## config.mk

```make
export PLATFORM = sky130hd
export DESIGN_NAME = stereo_rms_compressor_top
export DESIGN_NICKNAME = d
export VERILOG_FILES = /design/src/rtl/src_pkg.sv /design/src/rtl/src_ram.sv /design/src/rtl/stereo_rms_compressor_top.sv
export SDC_FILE = /design/constraint.sdc
export NUM_CORES = 2
export LEC_CHECK = 0
export BUFFER_PORTS_ARGS = -buffer_cell sky130_fd_sc_hd__buf_4
export CORE_MARGIN = 2
export CORE_UTILIZATION = 25
export CTS_CLUSTER_DIAMETER = 100
export CTS_CLUSTER_SIZE = 10
export DETAILED_ROUTE_END_ITERATION = 10
export GPL_ROUTABILITY_DRIVEN = 0
export HOLD_SLACK_MARGIN = 0.08
export PLACE_DENSITY_LB_ADDON = 0.08
export SLEW_MARGIN = 20
export SYNTH_ARGS = -nofsm -noshare
export SYNTH_HDL_FRONTEND = slang
export SYNTH_SLANG_ARGS = --single-unit
```

## constraint.sdc

```tcl
create_clock -name i_clk -period 6.6 [get_ports i_clk]
set_clock_uncertainty 0.1 [all_clocks]
set_input_delay 0 -clock i_clk [delete_from_list [all_inputs] [get_ports i_clk]]
set_output_delay 0 -clock i_clk [all_outputs]
set_load 0.05 [all_outputs]
```

## src/rtl/src_pkg.sv

```systemverilog
`default_nettype none
package src_pkg;

    localparam int WINDOW_LEN_DEF = 48;

    localparam int SAMPLE_W = 16;
    localparam int MAG_W    = 15;
    localparam int SUM_W    = 21;
    localparam int ENV_W    = 17;
    localparam int DIFF_W   = ENV_W + 1;
    localparam int COEF_W   = 11;
    localparam int SLOPE_W  = 8;
    localparam int SCALE_W  = 6;
    localparam int GAIN_W   = 11;
    localparam int CFG_W    = 17;
    localparam int CFG_AW   = 3;
    localparam int TDATA_W  = 2 * SAMPLE_W;
    localparam int STEP_W   = 4;

    // shared multiplier: signed 22 x signed 12
    localparam int OPA_W    = 22;
    localparam int OPB_W    = 12;
    localparam int PROD_W   = OPA_W + OPB_W;
    localparam int FRAC     = 10;   // /1024
    localparam int CUT_FRAC = 8;    // /256

    localparam logic [ENV_W-1:0]   THRESHOLD_RST = 17'd12288;
    localparam logic [COEF_W-1:0]  ATTACK_RST    = 11'd900;
    localparam logic [COEF_W-1:0]  RELEASE_RST   = 11'd1019;
    localparam logic [SLOPE_W-1:0] SLOPE_RST     = 8'd12;
    localparam logic [SCALE_W-1:0] SCALE_RST     = 6'd21;
    localparam logic [COEF_W-1:0]  UNITY         = 11'd1024;
    localparam logic [ENV_W-1:0]   CUT_UNITY     = 17'd1024;

    typedef enum logic [CFG_AW-1:0] {
        REG_THRESHOLD = 3'd0,
        REG_ATTACK    = 3'd1,
        REG_RELEASE   = 3'd2,
        REG_SLOPE     = 3'd3,
        REG_SCALE     = 3'd4
    } t_reg_idx;

    typedef logic [STEP_W-1:0] t_step;

    localparam t_step S_IDLE    = 4'd0;
    localparam t_step S_SUM     = 4'd1;
    localparam t_step S_MLEVEL  = 4'd2;
    localparam t_step S_DLEVEL  = 4'd3;
    localparam t_step S_MENV    = 4'd4;
    localparam t_step S_ENV     = 4'd5;
    localparam t_step S_DTHR    = 4'd6;
    localparam t_step S_MCUT    = 4'd7;
    localparam t_step S_GAIN    = 4'd8;
    localparam t_step S_MLEFT   = 4'd9;
    localparam t_step S_MRIGHT  = 4'd10;
    localparam t_step S_OUT     = 4'd11;
    localparam t_step PROG_LAST = S_OUT;

    typedef enum logic [3:0] {
        OP_NOP,
        OP_LOAD,
        OP_SUM,
        OP_DIFF_LVL,
        OP_ENV,
        OP_DIFF_THR,
        OP_GAIN,
        OP_HOLD_L,
        OP_OUT
    } t_op;

    typedef enum logic [2:0] {
        MUL_NONE,
        MUL_LEVEL,
        MUL_ENV,
        MUL_CUT,
        MUL_LEFT,
        MUL_RIGHT
    } t_mul;

    typedef enum logic [1:0] {
        COND_NEVER,
        COND_NO_IN,
        COND_OUT_BUSY
    } t_cond;

    typedef struct packed {
        t_op   op;
        t_mul  mul;
        t_cond cond;
        t_step tgt;
    } t_uop;

    // control store: jump to tgt while cond holds, else fall through
    function automatic t_uop uop_rom(input t_step step);
        t_uop u;
        u.op   = OP_NOP;
        u.mul  = MUL_NONE;
        u.cond = COND_NEVER;
        u.tgt  = S_IDLE;
        case (step)
            S_IDLE: begin
                u.op   = OP_LOAD;
                u.cond = COND_NO_IN;
                u.tgt  = S_IDLE;
            end
            S_SUM:    u.op  = OP_SUM;
            S_MLEVEL: u.mul = MUL_LEVEL;
            S_DLEVEL: u.op  = OP_DIFF_LVL;
            S_MENV:   u.mul = MUL_ENV;
            S_ENV:    u.op  = OP_ENV;
            S_DTHR:   u.op  = OP_DIFF_THR;
            S_MCUT:   u.mul = MUL_CUT;
            S_GAIN:   u.op  = OP_GAIN;
            S_MLEFT:  u.mul = MUL_LEFT;
            S_MRIGHT: begin
                u.op  = OP_HOLD_L;
                u.mul = MUL_RIGHT;
            end
            S_OUT: begin
                u.op   = OP_OUT;
                u.cond = COND_OUT_BUSY;
                u.tgt  = S_OUT;
            end
            default: u.op = OP_NOP;
        endcase
        return u;
    endfunction

    // |x|, with the most negative code saturating
    function automatic logic [MAG_W-1:0] mag15(input logic signed [SAMPLE_W-1:0] x);
        logic [SAMPLE_W-1:0] neg;
        neg = SAMPLE_W'(-x);
        if (x == 16'sh8000) begin
            return {MAG_W{1'b1}};
        end else if (x[SAMPLE_W-1]) begin
            return neg[MAG_W-1:0];
        end else begin
            return x[MAG_W-1:0];
        end
    endfunction

endpackage
`default_nettype wire

```

## src/rtl/src_ram.sv

```systemverilog
`default_nettype none
module src_ram #(
    parameter  int WIDTH = 30,
    parameter  int DEPTH = 48,
    localparam int AW    = (DEPTH > 1) ? $clog2(DEPTH) : 1
) (
    input  logic             i_clk,
    input  logic             i_we,
    input  logic [AW-1:0]    i_waddr,
    input  logic [WIDTH-1:0] i_wdata,
    input  logic [AW-1:0]    i_raddr,
    output logic [WIDTH-1:0] o_rdata
);

    logic [WIDTH-1:0] r_mem [DEPTH];
    logic [WIDTH-1:0] r_rdata;

    always_ff @(posedge i_clk) begin
        if (i_we) begin
            r_mem[i_waddr] <= i_wdata;
        end
        r_rdata <= r_mem[i_raddr];
    end

    assign o_rdata = r_rdata;

endmodule
`default_nettype wire

```

## src/rtl/stereo_rms_compressor_top.sv

```systemverilog
// Stereo compressor with an RMS-like level detector.
// Input channel s_axis: one beat carries a stereo sample pair (left in the low
// half of tdata, right in the high half). Output channel m_axis: one beat per
// input beat with both samples scaled by the current gain, same packing.
// Config port: i_cfg_we writes i_cfg_wdata to register i_cfg_addr
// (0 threshold, 1 attack, 2 release, 3 slope, 4 level scale); other indexes
// are dropped. Write only while no beat is in flight.
// Sequencing: a microcoded sequencer runs a 12-step program per beat. The single
// shared 22x12 multiplier serves five of the steps (level, envelope, gain
// cut, left, right); a new beat is taken only once the program for the
// previous one has run through.
// s_axis_tready is high only on the idle step.
// Output stall: the finished beat sits in the output register; the next pair
// can be taken and worked on meanwhile, and the program waits on its last
// step until the output register frees up.
// Reset (synchronous, active low): registers back to defaults, envelope,
// sum and pointer to zero, every window slot marked empty (reads as zero),
// so no clearing pass is needed.
`default_nettype none
module stereo_rms_compressor_top #(
    parameter int WINDOW_LEN = src_pkg::WINDOW_LEN_DEF
) (
    input  logic                         i_clk,
    input  logic                         i_rst_n,
    // config write port
    input  logic                         i_cfg_we,
    input  logic [src_pkg::CFG_AW-1:0]   i_cfg_addr,
    input  logic [src_pkg::CFG_W-1:0]    i_cfg_wdata,
    // input pairs
    input  logic                         s_axis_tvalid,
    output logic                         s_axis_tready,
    input  logic [src_pkg::TDATA_W-1:0]  s_axis_tdata,   // [15:0] left_in, [31:16] right_in
    // output pairs
    output logic                         m_axis_tvalid,
    input  logic                         m_axis_tready,
    output logic [src_pkg::TDATA_W-1:0]  m_axis_tdata    // [15:0] left_out, [31:16] right_out
);
    import src_pkg::*;

    localparam int PTR_W = (WINDOW_LEN > 1) ? $clog2(WINDOW_LEN) : 1;
    localparam int WIN_W = 2 * MAG_W;
    localparam logic [PTR_W-1:0] PTR_LAST = PTR_W'(WINDOW_LEN - 1);

    // sequencer
    t_step r_step;
    t_step n_step;
    t_uop  uop;
    logic  jump;
    logic  in_beat;
    logic  out_load;

    // config
    logic [ENV_W-1:0]   r_thr;
    logic [COEF_W-1:0]  r_atk;
    logic [COEF_W-1:0]  r_rel;
    logic [SLOPE_W-1:0] r_slope;
    logic [SCALE_W-1:0] r_scale;

    // state
    logic [PTR_W-1:0]      r_ptr;
    logic [WINDOW_LEN-1:0] r_valid;
    logic [SUM_W-1:0]      r_sum;
    logic [SUM_W-1:0]      n_sum;
    logic [ENV_W-1:0]      r_env;

    // datapath
    logic signed [SAMPLE_W-1:0] r_left;
    logic signed [SAMPLE_W-1:0] r_right;
    logic [MAG_W-1:0]           r_mag_l;
    logic [MAG_W-1:0]           r_mag_r;
    logic signed [PROD_W-1:0]   r_prod;
    logic signed [DIFF_W-1:0]   r_diff;
    logic [GAIN_W-1:0]          r_gain;
    logic [SAMPLE_W-1:0]        r_res_l;
    logic                       r_ovalid;
    logic [TDATA_W-1:0]         r_out;

    logic                     ram_we;
    logic [WIN_W-1:0]         ram_rdata;
    logic [MAG_W:0]           old_pair;
    logic [MAG_W:0]           new_pair;
    logic [MAG_W-1:0]         old_avg;
    logic signed [OPA_W-1:0]  op_a;
    logic signed [OPB_W-1:0]  op_b;
    logic [COEF_W-1:0]        coef_raw;
    logic [COEF_W-1:0]        coef;
    logic signed [PROD_W-FRAC-1:0] env_sum;
    logic [ENV_W-1:0]         cut;

    // ---------------- sequencer ----------------
    assign uop = uop_rom(r_step);

    always_comb begin
        case (uop.cond)
            COND_NEVER:    jump = 1'b0;
            COND_NO_IN:    jump = !s_axis_tvalid;
            COND_OUT_BUSY: jump = r_ovalid && !m_axis_tready;
            default:       jump = 1'b0;
        endcase
        if (jump) begin
            n_step = uop.tgt;
        end else if (r_step == PROG_LAST) begin
            n_step = S_IDLE;
        end else begin
            n_step = r_step + 1'b1;
        end
    end

    assign s_axis_tready = (uop.op == OP_LOAD);
    assign in_beat       = s_axis_tvalid && s_axis_tready;
    assign out_load      = (uop.op == OP_OUT) && !jump;

    always_ff @(posedge i_clk) begin
        if (!i_rst_n) begin
            r_step <= S_IDLE;
        end else begin
            r_step <= n_step;
        end
    end

    // ---------------- config registers ----------------
    always_ff @(posedge i_clk) begin
        if (!i_rst_n) begin
            r_thr   <= THRESHOLD_RST;
            r_atk   <= ATTACK_RST;
            r_rel   <= RELEASE_RST;
            r_slope <= SLOPE_RST;
            r_scale <= SCALE_RST;
        end else if (i_cfg_we) begin
            case (i_cfg_addr)
                REG_THRESHOLD: r_thr   <= i_cfg_wdata[ENV_W-1:0];
                REG_ATTACK:    r_atk   <= i_cfg_wdata[COEF_W-1:0];
                REG_RELEASE:   r_rel   <= i_cfg_wdata[COEF_W-1:0];
                REG_SLOPE:     r_slope <= i_cfg_wdata[SLOPE_W-1:0];
                REG_SCALE:     r_scale <= i_cfg_wdata[SCALE_W-1:0];
                default: ;
            endcase
        end
    end

    // ---------------- magnitude window ----------------
    assign ram_we = (uop.op == OP_SUM);

    src_ram #(
        .WIDTH (WIN_W),
        .DEPTH (WINDOW_LEN)
    ) u_win (
        .i_clk   (i_clk),
        .i_we    (ram_we),
        .i_waddr (r_ptr),
        .i_wdata ({r_mag_r, r_mag_l}),
        .i_raddr (r_ptr),
        .o_rdata (ram_rdata)
    );

    // slot average; an empty slot counts as zero
    always_comb begin
        old_pair = {1'b0, ram_rdata[MAG_W-1:0]} + {1'b0, ram_rdata[WIN_W-1:MAG_W]};
        new_pair = {1'b0, r_mag_l} + {1'b0, r_mag_r};
        old_avg  = r_valid[r_ptr] ? old_pair[MAG_W:1] : '0;
        n_sum    = r_sum - SUM_W'(old_avg) + SUM_W'(new_pair[MAG_W:1]);
    end

    always_ff @(posedge i_clk) begin
        if (!i_rst_n) begin
            r_ptr   <= '0;
            r_valid <= '0;
            r_sum   <= '0;
            r_env   <= '0;
        end else begin
            if (ram_we) begin
                r_valid[r_ptr] <= 1'b1;
                r_sum          <= n_sum;
                r_ptr          <= (r_ptr == PTR_LAST) ? '0 : r_ptr + 1'b1;
            end
            if (uop.op == OP_ENV) begin
                r_env <= env_sum[ENV_W-1:0];
            end
        end
    end

    // ---------------- shared multiplier ----------------
    always_comb begin
        coef_raw = (r_diff > 18'sd0) ? r_atk : r_rel;
        coef     = (coef_raw > UNITY) ? UNITY : coef_raw;
        case (uop.mul)
            MUL_LEVEL: begin
                op_a = $signed({{(OPA_W-SUM_W){1'b0}}, r_sum});
                op_b = $signed({{(OPB_W-SCALE_W){1'b0}}, r_scale});
            end
            MUL_ENV: begin
                op_a = $signed({{(OPA_W-DIFF_W){r_diff[DIFF_W-1]}}, r_diff});
                op_b = $signed({{(OPB_W-COEF_W){1'b0}}, coef});
            end
            MUL_CUT: begin
                op_a = $signed({{(OPA_W-DIFF_W){r_diff[DIFF_W-1]}}, r_diff});
                op_b = $signed({{(OPB_W-SLOPE_W){1'b0}}, r_slope});
            end
            MUL_LEFT: begin
                op_a = $signed({{(OPA_W-SAMPLE_W){r_left[SAMPLE_W-1]}}, r_left});
                op_b = $signed({{(OPB_W-GAIN_W){1'b0}}, r_gain});
            end
            MUL_RIGHT: begin
                op_a = $signed({{(OPA_W-SAMPLE_W){r_right[SAMPLE_W-1]}}, r_right});
                op_b = $signed({{(OPB_W-GAIN_W){1'b0}}, r_gain});
            end
            default: begin
                op_a = '0;
                op_b = '0;
            end
        endcase
    end

    // env + floor(coef * (level - env) / 1024) == weighted mix of the two
    assign env_sum = $signed({{(PROD_W-FRAC-ENV_W){1'b0}}, r_env})
                   + $signed(r_prod[PROD_W-1:FRAC]);
    assign cut     = r_prod[CUT_FRAC+ENV_W-1:CUT_FRAC];

    always_ff @(posedge i_clk) begin
        if (in_beat) begin
            r_left  <= $signed(s_axis_tdata[SAMPLE_W-1:0]);
            r_right <= $signed(s_axis_tdata[TDATA_W-1:SAMPLE_W]);
            r_mag_l <= mag15($signed(s_axis_tdata[SAMPLE_W-1:0]));
            r_mag_r <= mag15($signed(s_axis_tdata[TDATA_W-1:SAMPLE_W]));
        end
        if (uop.mul != MUL_NONE) begin
            r_prod <= op_a * op_b;
        end
        case (uop.op)
            OP_DIFF_LVL: r_diff <= $signed({1'b0, r_prod[FRAC+ENV_W-1:FRAC]})
                                 - $signed({1'b0, r_env});
            OP_DIFF_THR: r_diff <= $signed({1'b0, r_env}) - $signed({1'b0, r_thr});
            OP_GAIN: begin
                if (r_diff <= 18'sd0) begin
                    r_gain <= UNITY;
                end else if (cut >= CUT_UNITY) begin
                    r_gain <= '0;
                end else begin
                    r_gain <= GAIN_W'(CUT_UNITY - cut);
                end
            end
            OP_HOLD_L: r_res_l <= r_prod[FRAC+SAMPLE_W-1:FRAC];
            default: ;
        endcase
        if (out_load) begin
            r_out <= {r_prod[FRAC+SAMPLE_W-1:FRAC], r_res_l};
        end
    end

    // ---------------- output register ----------------
    always_ff @(posedge i_clk) begin
        if (!i_rst_n) begin
            r_ovalid <= 1'b0;
        end else if (out_load) begin
            r_ovalid <= 1'b1;
        end else if (m_axis_tready) begin
            r_ovalid <= 1'b0;
        end
    end

    assign m_axis_tvalid = r_ovalid;
    assign m_axis_tdata  = r_out;

endmodule
`default_nettype wire

```

# Word level (Yosys, flattened, before mapping)
# Memory sizes are Yosys's and may differ from the RTL's. A register that Yosys moved wholly into a read port is not among the register bits.
# Cells that the tools add are included.
# op_classes
bitwise_logic	1
reduce_logical	20
n_mul	1
order_cmp	6
n_eq_ne	33
mux	24
add_sub_neg	12
# ops
op	n
22-bit one-hot mux with 4 select lines	1
48-bit bitwise OR	1
15-bit 2-to-1 mux	3
11-bit one-hot mux with 4 select lines	1
18-bit one-hot mux with 2 select lines	1
17-bit by 17-bit subtractor with 18-bit output	2
11-bit 2-to-1 mux	3
15-bit by 15-bit adder with 16-bit output	2
16-bit equality test, second input constant	2
4-bit by 3-bit equality test with 1-bit output, second input constant	8
4-bit one-hot mux with 8 select lines	1
15-bit negator	2
22-bit by 12-bit multiplier with 27-bit output	1
21-bit by 15-bit adder with 21-bit output	1
21-bit by 15-bit subtractor with 21-bit output	1
4-bit equality test, second input constant	5
18-bit by 1-bit greater-than comparator with 1-bit output, second input constant	1
18-bit by 1-bit <= comparator with 1-bit output, second input constant	1
17-bit adder	1
17-bit by 11-bit >= comparator with 1-bit output, second input constant	1
4-bit by 2-bit equality test with 1-bit output, second input constant	4
3-bit one-hot mux with 5 select lines	1
3-bit by 2-bit equality test with 1-bit output, second input constant	4
6-bit one-hot mux with 2 select lines	1
other kinds (26)	48
# word_totals
out_inout_bits	34
ram_bits	1440
inputBits	57
word_cells	119
memories	1
ff_bits	316
# memory_table
name	words	width	read_ports	rd_ports_with_merged_regs	write_ports	line_no	source
u_win.r_mem	48	30	1	1	1	src_ram.sv:15	logic [WIDTH-1:0] r_mem [DEPTH];

# Longest topological paths before layout
# depth
depth_word	7
mapped_depth	30

# Modules after synthesis
# From an unflattened synthesis, not the netlist that was laid out.
# unflattened
cells_unflattened	5375
area_unflattened_um2	80414.6
# by_module_without_submodules
mod	cells_each	area_each_um2	n_inst
src_ram	2737	56399.1	1
stereo_rms_compressor_top	2638	24015.5	1

# Worst setup path after synthesis
# Ideal clock, no wire load.
# synth_timing
kind	reg-to-reg
start	reg r_step[0]
end	reg r_prod[23] (data pin)
synth_period_minus_slack_ps	7002
path_buffers	4
stages_incl_launch_ff	29
arrival_time_ps	6644
setup_time_ps	258
slack_ps	-402
cell_sequence	dfxtp_1 -> inv_1 -> ha_1 -> and2_1 -> clkbuf_1 -> clkbuf_1 -> clkbuf_1 -> a22oi_1 -> nand2_1 -> clkbuf_1 -> nand2_1 -> fa_1 -> fa_1 -> inv_1 -> fa_1 -> fa_1 -> inv_1 -> fa_1 -> inv_1 -> ha_1 -> a21o_1 -> a21o_1 -> a211oi_1 -> o21ai_2 -> o31ai_4 -> a211oi_2 -> a211o_1 -> a21oi_2 -> xnor2_1
# synth_via
elab_chain_len	6
word_cells_on_any_way	16
# synth_rtl
item	line_no	source
start, declared	stereo_rms_compressor_top.sv:45	t_step r_step;
start signal, assigned	stereo_rms_compressor_top.sv:117	r_step <= n_step;
4-bit equality test, or another cell as far along	src_pkg.sv:100	case (step)
3-bit one-hot mux with 5 select lines (*)	src_pkg.sv:100	
3-bit by 2-bit equality test with 1-bit output or 3-bit equality test (tied branches)	stereo_rms_compressor_top.sv:186	case (uop.mul)
2-bit OR reduction (no source line)	--	
22-bit one-hot mux with 4 select lines or 11-bit one-hot mux with 4 select lines (tied branches)	stereo_rms_compressor_top.sv:186	
22-bit by 12-bit multiplier with 27-bit output (*)	stereo_rms_compressor_top.sv:227	r_prod <= op_a * op_b;
end signal, assigned	stereo_rms_compressor_top.sv:227	
end, declared	stereo_rms_compressor_top.sv:71	logic signed [PROD_W-1:0] r_prod;
# Mark *: on every way between the ends. The rest lies on a longest branch, timed or not.
# A chain may end at the register's enable or synchronous reset.

# Final worst setup path
# layout_timing
start	reg r_rel[2]
end	reg r_prod[17] (data pin)
# layout_via
elab_chain_len	5
# layout_rtl
item	line_no	source
start, declared	stereo_rms_compressor_top.sv:55	logic [COEF_W-1:0] r_rel;
start signal, assigned	stereo_rms_compressor_top.sv:133	REG_RELEASE: r_rel <= i_cfg_wdata[COEF_W-1:0];
11-bit 2-to-1 mux (*)	stereo_rms_compressor_top.sv:184	coef_raw = (r_diff > 18'sd0) ? r_atk : r_rel;
11-bit greater-than comparator	stereo_rms_compressor_top.sv:185	coef = (coef_raw > UNITY) ? UNITY : coef_raw;
11-bit 2-to-1 mux (*)	stereo_rms_compressor_top.sv:185	
11-bit one-hot mux with 4 select lines (*)	stereo_rms_compressor_top.sv:186	
22-bit by 12-bit multiplier with 27-bit output (*)	stereo_rms_compressor_top.sv:227	
# Marks and branches as above.

==> results.toml <==
[outcome]
outcome = "finished with violations"
violations = "setup timing"

[detailed_routing]
drt-wirelength-per-cell_um = 28.78
viasPerCell = 4.785
dr.pass1.iters = 5
routed_wirelength_um = 294500
initialDrtViolationCount = 3919
drc = 0
vias = 48956
postRouteAntennaNets = 0

[cts]
cts_max_level = 4
worstSkewPairLatency_ns = 0.91
clock_path_buffers = 4
cts.sinks = 1778
tritoncts = "yes"
numCtsBuffers = 204
clkTransAtPathRegs_ns = 0.06
cts.root.buffer_cell = "clkbuf_16"

[yosys]
yosysMostFrequentCell = "edfxtp_1"
synthDistinctLibCells = 91
synth_common_cells = "edfxtp_1, nand2_1, a22oi_1, inv_1, nor2_1"
synth_top_area_cell = "edfxtp_1"
seq_area_frac_synth_pct = 67.04
async_reset_ff_share_pct = 0
syn-cell-area_mm2 = 0.07696
ys.flop_type = "edfxtp_1"
netlist_top_cells_area = "edfxtp_1, fa_1, dfxtp_1, a22oi_1, ha_1"
ys_ff_latch = 1778
synthesis.nets = 5879
yosys_warnings = 0
netlist.area_leader.share_pct = 62.36
synthCells = 5467
syn_avg_cell_area_um2 = 14.08
synth_edf_count = 1598

[layout]
fillers = 30620
synthToLayoutAreaGrowth_pct = 21.26
nets = 6447
utilization_pct = 30.49
drive_gt1_share_pct = 16.07

[timing]
period_needed_ns = 6.824
tightestPinTransition_ns = 1.156
fin_crit_sh_pct = 103.4
final-hold-violation-count = 0
finalSetupViolCount = 12
rsz0062_at_grt = "yes"
drv_slew = 0
relSlewSlack_pct = 22.77
setup_ws_ns = -0.2244
fmax_mhz = 146.5

[global_route]
grt_max_degree = 88
grt_pass1_wl_um = 409500
grt_overflow = 0
antenna_found_initial = 11
grt_pass1_vias = 50368
grt_usage_pct = 18.61

[floorplanning]
core_area_mm2 = 0.3061
dieArea_mm2 = 0.3123
fp.dieH_um = 558.8
rows = 203
io_pins = 91
initial_utilization_pct = 25.14
die_w_um = 558.8

[worst_hold_path]
min_from = "s_axis_tdata[10]"
worstHoldEndpoint = "r_mag_l[11]"
min_path_cells = 6
min_path_type = "in2reg"

[placement]
pre_cts_ws_ns = -0.5055
post-dp-hpwl_um = 184200
port_buffers = 90

[setup_path]
crit_path_max_incr_delay_ns = 0.57
r2r_start = "r_rel[2]"
setup.worst_path.class = "reg2reg"
r2r_slack_ns = -0.22
r2r-end = "r_prod[17]"
crit_path_frequent_cell = "fa_1"
cp.arrival_ns = 7.29
cp_slowest_cell = "fa_2"
reg2reg_depth = 26
critical_path.startpoint_type = "flip-flop"
crit_fanout = 6
worstPathRequired_ns = 7.06
crit_path_end_kind = "flip-flop"

[power_and_ir_drop]
vdd_drop_max_mv = 0.2287
power.density_mw_per_mm2 = 299.7
total_leakage_power_nw = 31.27

[flow_run]
drv_cap = 0
==> stage by stage <==
| step | area [um2] | setup TNS [ns] | cells | total power, mW | hold slack (ns) |
|---|---|---|---|---|---|
| floorplan | 77100 | 0 | 5467 | 15.85 | -0.001131 |
| global route | 93300 | -4.151 | 10225 | 29.19 | 0.1476 |
| detailed placement | 85610 | -3.870 | 9769 | 17.74 | 0.1095 |
| CTS | 92960 | -1.965 | 10211 | 28.36 | 0.08082 |
| global placement | 85420 | -3.320 | 9762 | 17.75 | 0.1101 |
| finish | 93320 | -1.577 | 10232 | 27.97 | 0.1310 |
==> report_power, final <==
group / leakage, nW / switching, mW / internal (mW)
clock network: 2.78 / 4.68 / 5.74
registers: 15.9 / 0.230 / 12.8
logic: 12.6 / 2.90 / 1.61
==> critical path, delay by kind of cell, from the launching register on <==
family	cells	cell delay (ns)
compound gates	10	1.99
xor+xnor	1	0.09
fa+ha+maj	6	2.70
buf+inv	7	0.75
flops	1	0.32
simple gates	2	0.60
==> cell families (layout without fill, tap and decap cells) <==
kind of cell	count (synthesis)	count (layout)	share of synthesized area, %
multiplexers	125	125	1.904
AND/OR/NAND/NOR	1204	1204	7.042
adder cells (fa/ha/maj)	355	355	7.635
flip-flops	1778	1778	67.04
buffers and inverters	611	1269	3.001
XOR/XNOR	141	141	1.605
other	0	7	0
AO/OA/AOI/OAI	1253	1253	11.77
==> worst max path at each step <==
stage / from / to / slack (ns) / depth (start not counted)
finish: r_rel[2] / r_prod[17] / -0.22 / 26
global route: r_rel[2] / r_prod[17] / -0.43 / 28
CTS: r_diff[9] / r_prod[17] / -0.26 / 27
detailed placement: r_diff[8] / r_prod[26] / -0.51 / 27
global placement: r_diff[8] / r_prod[26] / -0.45 / 27
floorplan: r_diff[9] / r_prod[26] / 0.01 / 27
==> sequential cells by signal, summed over array words and instances, names as in the netlist, 6 cells and up <==
register and count:
u_win.r_mem 1440, r_valid 48, m_axis_tdata 32, u_win.o_rdata 30
r_sum 21, r_prod 19, r_diff 18, r_env 17
r_thr 17, r_left 16, r_res_l 16, r_right 16
r_mag_l 15, r_mag_r 15, r_atk 11, r_gain 11
r_rel 11, r_slope 8, r_ptr 6, r_scale 6
==> routing by layer <==
layer / track usage [%] / share of wire [%] / up-vias
li1: - / - / 21787
met1: 24.80 / 44 / 25902
met2: 32.61 / 50 / 973
met3: 1.700 / 3.2 / 294
met4: 4.109 / 2.2 / 0
met5: 0 / 0 / -
==> cell type report <==
type / count / area (um2) / share of cell area [%]
Tap cell: 4100 / 5130 / 5.497
Clock inverter: 18 / 302.8 / 0.3245
Clock buffer: 278 / 5478 / 5.870
Timing Repair Buffer: 661 / 5658 / 6.063
Sequential cell: 1778 / 51610 / 55.31
Inverter: 312 / 1174 / 1.258
Antenna cell: 7 / 17.52 / 0.01877
Multi-Input combinational cell: 3078 / 23950 / 25.66
==> repair_timing <==
| item | 4_1_cts | 5_1_grt |
|---|---|---|
| setup buffers | 8 | 17 |
| endpoints found under the setup margin | 12 | 17 |
| hold buffers | 139 | 0 |
| gates resized for setup | 27 | 59 |
| endpoints found under the hold margin | 191 | 0 |
| pin swaps | 32 | 38 |
==> placed cells by master, fill, tap and decap left out, types with 19 or more instances in the layout <==
master,instances
nand3_1,100
edfxtp_1,1598
mux2i_1,70
a21o_1,24
dlygate4sd3_1,139
a22oi_1,444
ha_1,156
buf_12,19
xnor2_1,88
a41oi_1,59
nor2_1,246
clkbuf_1,69
dfxtp_1,172
a22o_1,64
a221o_1,19
mux2_2,41
nand2b_1,30
nor2_4,49
a221oi_1,102
nand2_1,512
clkbuf_16,208
buf_4,491
a211oi_1,27
o21ai_0,121
a21oi_1,179
nor3_1,35
and2_1,31
xor2_1,52
fa_1,184
nor2b_1,62
a31oi_1,61
nor4_1,27
inv_1,299
(Power assumes the default switching activity.)
